==> config.mk <==
export PLATFORM = sky130hd
export DESIGN_NAME = lpht_mod
export DESIGN_NICKNAME = d
export VERILOG_FILES = /design/src/rtl/core/lpht_pkg.sv /design/src/rtl/core/lpht_mod.sv
export SDC_FILE = /design/constraint.sdc
export NUM_CORES = 1
export LEC_CHECK = 0
export ABC_AREA = 1
export BUFFER_PORTS_ARGS = -buffer_cell sky130_fd_sc_hd__buf_2
export CAP_MARGIN = 0
export CORE_ASPECT_RATIO = 0.75
export CORE_MARGIN = 2
export CORE_UTILIZATION = 53
export DETAILED_ROUTE_END_ITERATION = 8
export PLACE_DENSITY = 0.81
export SLEW_MARGIN = 10
export SYNTH_ARGS = -nofsm -noshare
export SYNTH_HDL_FRONTEND = slang
export SYNTH_SLANG_ARGS = --single-unit
==> constraint.sdc <==
create_clock -name clk_i -period 2.1 [get_ports clk_i]
set_input_delay 0.21 -clock clk_i [delete_from_list [all_inputs] [get_ports clk_i]]
set_output_delay 0.21 -clock clk_i [all_outputs]
set_load 0.005 [all_outputs]
==> src/rtl/core/lpht_pkg.sv <==
// Package for the linear probe hash table: opcodes, status codes, widths.
// No dependencies.
`default_nettype none
package lpht_pkg;
  localparam int KeyW = 32;
  localparam int SizeW = 9;
  localparam int FuncW = 2;
  localparam int StatW = 2;

  localparam logic [FuncW-1:0] FuncSet = 2'd0;
  localparam logic [FuncW-1:0] FuncGet = 2'd1;
  localparam logic [FuncW-1:0] FuncDel = 2'd2;
  localparam logic [FuncW-1:0] FuncNop = 2'd3;

  localparam logic [StatW-1:0] StOk = 2'd0;
  localparam logic [StatW-1:0] StKeyZero = 2'd1;
  localparam logic [StatW-1:0] StOverflow = 2'd2;
  localparam logic [StatW-1:0] StAbsent = 2'd3;
endpackage
`default_nettype wire

==> src/rtl/core/lpht_mod.sv <==
// Multicycle key mod n reduction, one quotient bit per cycle (restoring).
// Depends on lpht_pkg.
`default_nettype none
module lpht_mod import lpht_pkg::*; #(
  parameter int IdxW = 8
) (
  input  wire logic              clk_i,
  input  wire logic              rst_ni,
  input  wire logic              start_i,
  input  wire logic [KeyW-1:0]   key_i,
  input  wire logic [IdxW:0]     n_i,
  output logic                   done_o,
  output logic      [IdxW-1:0]   rem_o
);
  localparam int CntW = $clog2(KeyW + 1);
  logic [KeyW-1:0] sh_q, sh_d;
  logic [IdxW:0] rem_q, rem_d;
  logic [CntW-1:0] cnt_q, cnt_d;
  logic busy_q, busy_d;
  logic [IdxW+1:0] trial;

  assign trial = {rem_q, sh_q[KeyW-1]};

  always_comb begin
    sh_d = sh_q;
    rem_d = rem_q;
    cnt_d = cnt_q;
    busy_d = busy_q;
    if (start_i) begin
      sh_d = key_i;
      rem_d = '0;
      cnt_d = CntW'(KeyW);
      busy_d = 1'b1;
    end else if (busy_q) begin
      sh_d = {sh_q[KeyW-2:0], 1'b0};
      if (trial >= {1'b0, n_i}) begin
        rem_d = (IdxW+1)'(trial - {1'b0, n_i});
      end else begin
        rem_d = trial[IdxW:0];
      end
      cnt_d = cnt_q - 1'b1;
      if (cnt_q == CntW'(1)) begin
        busy_d = 1'b0;
      end
    end
  end

  always_ff @(posedge clk_i or negedge rst_ni) begin
    if (!rst_ni) begin
      busy_q <= 1'b0;
      cnt_q <= '0;
    end else begin
      busy_q <= busy_d;
      cnt_q <= cnt_d;
    end
  end

  always_ff @(posedge clk_i) begin
    sh_q <= sh_d;
    rem_q <= rem_d;
  end

  assign done_o = busy_q && (cnt_q == CntW'(1));
  assign rem_o = rem_d[IdxW-1:0];
endmodule
`default_nettype wire

# Yosys cells after proc, flatten, opt, wreduce, memory -nomap -nowiden
# Cells that the tools add are included.
# classes
add_sub_neg	2
order_cmp	1
eq_ne	1
muxes	10
reduce_logical	2
# ops
cell	count
32-bit two-way mux	2
8-bit two-way mux	2
6-bit two-way mux	2
10-bit by 9-bit >= comparator with 1-bit output	1
9-bit two-way mux	1
9-bit subtractor	1
6-bit by 1-bit == test with 1-bit output, second input constant	1
6-bit by 1-bit subtractor with 6-bit output, second input constant	1
1-bit two-way mux	3
2-bit nonzero test	1
1-bit logical AND	1
# totals
reg_bits	48
inputBits	44
out_inout_bits	9
word_cells	21

# Logic depth before layout (Yosys ltp)
# Gate-level depths: netlist of the first run.
# logic_depth
depth_word	4
mapped_depth	13

# Worst setup path after synthesis of the first run
# Ideal clock, no wire load.
# synth_timing
kind	register to output
from	reg sh_q[31]
to	out rem_o[4]
arrival_time_ns	1.579
required_time_ns	1.890
slack_ns	0.311
path_stages_with_launch	12
n_path_buf	0
cell_sequence	edfxtp_1 -> inv_1 -> ha_1 -> fa_1 -> inv_1 -> nand2_1 -> nand3_1 -> nand2_1 -> xor2_1 -> nor2_1 -> nor2_1 -> nor2_1
# synth_between
elab_chain_cells	4
elab_cells_between_ends	5
cone_classes	1 x add/sub; 1 x order compare; 3 x mux
# synth_rtl
element	line	text
start: declaration	lpht_mod.sv:16	logic [KeyW-1:0] sh_q, sh_d;
start signal: assignment	lpht_mod.sv:59	sh_q <= sh_d;
9-bit subtractor / 10-bit by 9-bit >= comparator with 1-bit output (equally long branches)	lpht_mod.sv:37, lpht_mod.sv:36	
9-bit two-way mux (*)	lpht_mod.sv:36	if (trial >= {1'b0, n_i}) begin
8-bit two-way mux (*)	lpht_mod.sv:34	end else if (busy_q) begin
8-bit two-way mux (*)	lpht_mod.sv:29	if (start_i) begin
end: declaration	lpht_mod.sv:13	output logic [IdxW-1:0] rem_o
# Mark *: on every way between the ends. The rest lies on a longest branch, timed or not.

# Final worst setup path of the first run
# layout_timing
from	reg sh_q[31]
to	out rem_o[3]
# The elaborated chain is that of the path after synthesis.

==> flow_metrics.tcl, run 1 <==
set metrics [dict create \
    io_buffers 52 \
    viasPerCell 5.141 \
    ant_nets 0 \
    critPathSlowestCell "edfxtp_1" \
    fin_util_pct 66.05 \
    drt-initial-drc-count 207 \
    placedCellCount 454 \
    io_pins 53 \
    wl_per_cell_um 13.24 \
    startpoint_type "register" \
    syn_to_final_growth_pct 19.37 \
    yosysTopAreaCellShare_pct 35.25 \
    leakage_nw 1.745 \
    synth_warnings 0 \
    outcome "finished, violations left" \
    grt-ovfl-total 0 \
    fin_ws_ps -232.6 \
    clk_latency_ps 290 \
    rsz0062_at_grt "true" \
    synth_common_cells "nand2_1, inv_1, edfxtp_1, nor2_1, nand3_1" \
    synthArstFlopShare_pct 14.58 \
    place_area_um2 3053 \
    die_h_um 66.12 \
    synth-simple-area-share_pct 33.78 \
    cp.arrival_ps 2120 \
    yosys-top-cells-area "edfxtp_1, nand2_1, dfxtp_1" \
    grt_pass1_vias 2195 \
    finalPower_mw 3.220 \
    hold_viol_final 0 \
    hold_path.class "in -> reg" \
    synth-compound-area-share_pct 3.855 \
    die-width_um 86.82 \
    slew_headroom_pct 66.83 \
    fmax_ghz 0.4287 \
    violations "negative setup slack" \
    synth-edff-count 32 \
    synth_fa_ha_area_share_pct 5.782 \
    cts.reportedPaths.clkPinSlew_ps 90 \
    synth_area_um2 2726 \
    syn_area_per_cell_um2 7.857 \
    dr.pass1.iters 5 \
    cp-end-kind "output port" \
    fillers 413 \
    antenna_cells 0 \
    fin_crit_sh_pct 111.1 \
    root_buffer "clkbuf_8" \
    synth_mux_area_share_pct 0 \
    max_stage_delay_ps 370 \
    finalSetupViolCount 8 \
    fin_cells 467 \
    synth_most_common_cell "nand2_1" \
    grt.total_usage_pct 22.64 \
    synth_cell_types 31 \
    path_class "reg -> out" \
    grt_pass1_wl_mm 10.03 \
    gp_congestion 0.9047 \
    dp_hpwl_mm 4.375 \
    htreeDepth 2 \
    finalMaxSlewViolations 0 \
    synth-seq-area-share_pct 48.28 \
    post-route-min-period_ps 2333 \
    synth_seq_cells 48 \
    yosys.area.top_type "edfxtp_1" \
    synth_xor_area_share_pct 0.9637 \
    dp_slack_ps 58.62 \
    rrSetupSlack_ps 260 \
    tritoncts "done" \
    num_vias 2401 \
    die_area_um2 5740 \
    cts_buffer_depth 2 \
    cts-buffers-inserted 5 \
    fin_tns_setup_ps -1527 \
    cap_violations 0 \
    synth_flop_cell "edfxtp_1" \
    placementRows 22 \
    core_um2 4927 \
    powerDensity_nw_per_um2 989.6 \
    synth_cells 347 \
    drt_wl_total_mm 6.181 \
    clock-sinks 48 \
    path_cells "inv_2 -> ha_4 -> fa_2 -> inv_2 -> nand2_4 -> nand3_4 -> nand2_4 -> nand2_2 -> nand2_1 -> nand3_1 -> nand2_1 -> buf_2" \
    crit_required_ps 1890 \
    initial_core_util_pct 55.33 \
    tightest_slew_ps 495.6 \
    hold_ws_ps 178.4 \
    drive_above_1_share_pct 23.34 \
    postSynthNetCount 403 \
    grt_start_max_net_pins 35 \
    grt_antenna_before_repair 0 \
    drc 0 \
    skew_ps 4.155 \
    nNetsFinal 462 \
    synth_top_family_by_area "simple AND/OR/NAND/NOR gates" \
    fin_area_um2 3254 \
    ir_worst_vdd_mv 0.4441 \
    crit_path_max_fanout 6 \
]
## worst max-delay path: cells and delay by family (launching register included)
family,cells,cell delay [ps]
simple gates,7,650
flops,1,370
fa+ha+maj,2,520
buf+inv,3,290
## cells by family after synthesis
| logic type | count (synthesis) |
|---|---|
| AOI/OAI and AO/OA | 18 |
| DFF | 48 |
| buffers and inverters | 52 |
| adders and majority gates | 12 |
| xor gates and xnor gates | 3 |
| and+or+nand+nor | 214 |
## cells in the final DEF, fill, tap and decap left out, types with 3 or more instances in the layout
cell type and instances:
nand2_1 154, buf_2 52, inv_1 39, edfxtp_1 32, nor2_1 21, nand3_1 15, dfxtp_1 9, o21ai_0 8
ha_1 7, dfrtp_1 7, buf_4 7, a21oi_1 6, nand2_2 5, clkbuf_8 5, inv_2 4, nor2_2 3
nor2_4 3, xor2_1 3, ha_4 3
## final timing paths
check	from	to	cells past startpoint
max	sh_q[31]	rem_o[3]	12
min	key_i[8]	sh_q[8]	3
max reg2reg	sh_q[31]	rem_q[8]	13
min reg2reg	cnt_q[5]	cnt_q[5]	1
max in group asynchronous	rst_ni	cnt_q[4]	2
min in group asynchronous	rst_ni	busy_q	2
## sequential cells by signal, indices dropped and copies added, names as in the netlist
| name | flops |
|---|---|
| busy_q | 1 |
| cnt_q | 6 |
| sh_q | 32 |
| rem_q | 9 |
## what timing repair did
item | CTS | global route
hold buffers | 1 | 0
hold endpoints to repair | 7 | 0
pin swaps | 5 | 8
gates cloned | 1 | 0
gates resized for setup | 9 | 8
buffers inserted | 3 | 0
setup endpoints to repair | 8 | 8
## report_power, final
part	total [mW]	leakage, nW	internal [mW]	switching, mW
clock	0.540	0.0378	0.230	0.309
sequential	1.29	0.509	1.18	0.115
combinational	1.39	1.20	0.529	0.858
## layer usage
layer	GRT usage, %	routed length [µm]
met1	32.85	2840
met4	6.641	109
met3	5.243	478
met5	0	0
met2	33.87	2752
## area by class of cell
cell class / count / area (µm²) / area share (%)
sequential: 48 / 1316 / 40.45
clock buffer: 5 / 68.82 / 2.115
multi-input combinational: 248 / 1291 / 39.68
inverter: 43 / 161.4 / 4.960
timing repair buffer: 60 / 322.8 / 9.919
tap: 60 / 75.07 / 2.307
clock inverter: 3 / 18.77 / 0.5767
Note: power is estimated with default switching activity, not from simulation.
==> inputs of run 2 (changes only) <==
--- a/config.mk
+++ b/config.mk
@@ -5,14 +5,14 @@
 export SDC_FILE = /design/constraint.sdc
 export NUM_CORES = 1
 export LEC_CHECK = 0
-export ABC_AREA = 1
+export ABC_AREA = 0
 export BUFFER_PORTS_ARGS = -buffer_cell sky130_fd_sc_hd__buf_2
 export CAP_MARGIN = 0
 export CORE_ASPECT_RATIO = 0.75
 export CORE_MARGIN = 2
 export CORE_UTILIZATION = 53
 export DETAILED_ROUTE_END_ITERATION = 8
-export PLACE_DENSITY = 0.81
+export PLACE_DENSITY = 0.82
 export SLEW_MARGIN = 10
 export SYNTH_ARGS = -nofsm -noshare
 export SYNTH_HDL_FRONTEND = slang
==> flow_metrics.tcl, run 2 <==
set metrics [dict create \
    outcome "finished, violations left" \
    violations "negative setup slack" \
    power.internal_mw 2.388 \
    power.switching_mw 1.214 \
    fin_ws_ps -683.8 \
    path_class "reg -> out" \
    p_comb_share_pct 43.8 \
    critPathSlowestCell "edfxtp_1" \
    core_um2 4572 \
    root_buffer "clkbuf_8" \
    grt_pass1_wl_mm 8.928 \
    cts.reportedPaths.clkPinSlew_ps 90 \
    synth_area_um2 2566 \
    max_stage_delay_ps 360 \
    synth_seq_cells 48 \
    synth_warnings 0 \
    tritoncts "done" \
    tightest_slew_ps 484.4 \
    powerDensity_nw_per_um2 1079 \
    seq_area_um2 1316 \
    clkPwrFrac_pct 18.6 \
    pwr-share-seq_pct 37.6 \
    swShare_pct 33.70 \
    cp-end-kind "output port" \
    cts_buffer_depth 2 \
    htreeDepth 2 \
    cp.arrival_ps 2570 \
    die_area_um2 5420 \
    crit_path_max_fanout 6 \
    cap_violations 0 \
    clock-sinks 48 \
    initial_core_util_pct 56.13 \
    grt.total_usage_pct 20.89 \
    placementRows 21 \
    grt_start_max_net_pins 33 \
    ant_nets 0 \
    drt_wl_total_mm 5.599 \
    largestRegisters "sh_q: 32 flops, rem_q: 9 flops, cnt_q: 6 flops" \
    drive_above_1_share_pct 47.35 \
    largest_reg_flops 32 \
    grt_antenna_before_repair 0 \
    synth_common_cells "edfxtp_1, mux2_2, nor2_1, inv_1, nand2_1" \
    fin_util_pct 73.04 \
    crit_required_ps 1890 \
    num_vias 1972 \
    skew_ps 7.164 \
    dr.pass1.iters 4 \
    final_cell_mix "buf_2, edfxtp_1, mux2_2" \
    fillers 337 \
    leakage_nw 1.479 \
    dp_hpwl_mm 3.909 \
    viasPerCell 5.493 \
    io_buffers 52 \
    cts-buffers-inserted 5 \
    grt_pass1_vias 1881 \
    regMostFlops "sh_q" \
    gp_congestion 0.8751 \
    finalSetupViolCount 16 \
    drt-initial-drc-count 183 \
    die_h_um 64.26 \
    crit_cells 9 \
    wl_per_cell_um 15.60 \
    syn_to_final_growth_pct 30.13 \
    synth_cells 216 \
    hold_path.class "in -> reg" \
    crit_family "compound AO/OA/AOI/OAI gates" \
    syn_area_per_cell_um2 11.88 \
    r2r_end "rem_q[2]" \
    finalMaxSlewViolations 0 \
    nNetsFinal 357 \
    fmax_ghz 0.3592 \
    final_common_cell "buf_2" \
    io_pins 53 \
    ir_worst_vdd_mv 0.6133 \
    fin_crit_sh_pct 132.6 \
    synth_most_common_cell "edfxtp_1" \
    fin_tns_setup_ps -6228 \
    grt-ovfl-total 0 \
    path_buf_inv 2 \
    yosys-top-cells-area "edfxtp_1, mux2_2, dfxtp_1" \
    clk_latency_ps 300 \
    slew_headroom_pct 67.59 \
    yosys.area.top_type "edfxtp_1" \
    synth-seq-area-share_pct 51.29 \
    startpoint_type "register" \
    hold_viol_final 0 \
    yosysTopAreaCellShare_pct 37.45 \
    drc 0 \
    synth-edff-count 32 \
    critPathLaunch "sh_q[31]" \
    post-route-min-period_ps 2784 \
    postSynthNetCount 272 \
    multi_input_area_um2 1266 \
    rrSetupSlack_ps -210 \
    synth_cell_types 49 \
    reg2reg_depth 9 \
    path_cells "inv_1 -> ha_2 -> fa_2 -> and2b_2 -> o2111ai_4 -> a31oi_4 -> o21ai_1 -> a311oi_2 -> buf_2" \
    crit_path_end "rem_o[2]" \
    synthArstFlopShare_pct 14.58 \
    die-width_um 84.35 \
    synth_flop_cell "edfxtp_1" \
    rsz0062_at_grt "true" \
    antenna_cells 0 \
    r2r_start "sh_q[31]" \
]
==> run 2: cell types whose count changed after synthesis, moves of 3 or more <==
cell / previous run / this run
xnor2_1: 0 / 6
inv_1: 42 / 15
nor2_4: 3 / 0
a21oi_1: 6 / 2
a21o_1: 0 / 4
nand3_1: 17 / 6
mux2_2: 0 / 31
buf_1: 1 / 4
a311oi_1: 0 / 4
nand2_1: 155 / 12
nand2_2: 5 / 0
clkbuf_1: 4 / 1
nor2_1: 23 / 17
==> run 2: how the worst min path moves through the flow <==
stage	startpoint	endpoint	slack, ps	cells after the start
after detailed placement	rst_ni	busy_q	60	1
after CTS	key_i[0]	sh_q[0]	180	2
after global placement	rst_ni	busy_q	50	1
after floorplan	rst_ni	busy_q	-90	0
after global routing	key_i[0]	sh_q[0]	180	2
final	key_i[0]	sh_q[0]	190	2
==> run 2: logic make-up (layout without fill, tap and decap cells) <==
family | Yosys count | after routing | share of synthesized area [%]
and+or+nand+nor | 54 | 54 | 10.38
buffers and inverters | 22 | 108 | 3.315
muxes | 31 | 31 | 13.60
xor gates and xnor gates | 10 | 10 | 3.413
AOI/OAI and AO/OA | 39 | 39 | 11.85
adders and majority gates | 12 | 12 | 6.143
DFF | 48 | 48 | 51.29
==> run 2: repair_timing <==
| item | CTS | global route |
|---|---|---|
| hold buffers | 1 | 0 |
| pin swaps | 4 | 3 |
| gates resized for setup | 8 | 8 |
| endpoints found under the setup margin | 17 | 17 |
| buffers inserted | 3 | 5 |
| hold endpoints to repair | 7 | 0 |
==> run 2: metal layers <==
layer  GRT usage, %  part of all wire, %  vias to the layer above
met5              0                    0                        -
met4          5.556                 0.41                        0
met3          4.651                  6.4                        4
met2          31.85                   45                       69
met1          30.39                   48                      928
li1               -                    -                      971
==> run 2: layout make-up <==
| class | instances | share of cell area (%) |
|---|---|---|
| repair buffers | 85 | 15.51 |
| multi-input cells | 146 | 37.92 |
| clock buffers | 5 | 2.061 |
| inverters | 15 | 1.686 |
| well taps | 57 | 2.136 |
| clock inverters | 3 | 1.274 |
| flip-flops and latches | 48 | 39.42 |
==> run 2: power groups by stage <==
stage / Combinational (mW) / Sequential (mW) / Clock (mW)
finish: 1.58 / 1.36 / 0.669
global placement: 1.35 / 1.36 / 0
detailed placement: 1.39 / 1.37 / 0
CTS: 1.46 / 1.35 / 0.683
floorplan: 0.879 / 1.34 / 0
global route: 1.72 / 1.38 / 0.719
==> run 2: metrics by stage <==
stage	instance area [µm²]	std cells	hold slack [ps]	setup WS (ps)	power, mW
after floorplan	2600	216	-85.59	-122.0	2.214
after global placement	3090	343	50.65	-304.1	2.713
after detailed placement	3090	343	56.03	-379.7	2.753
after CTS	3267	355	182.5	-638.4	3.500
after global routing	3339	359	175.8	-790.7	3.817
final	3339	359	189.7	-683.8	3.602
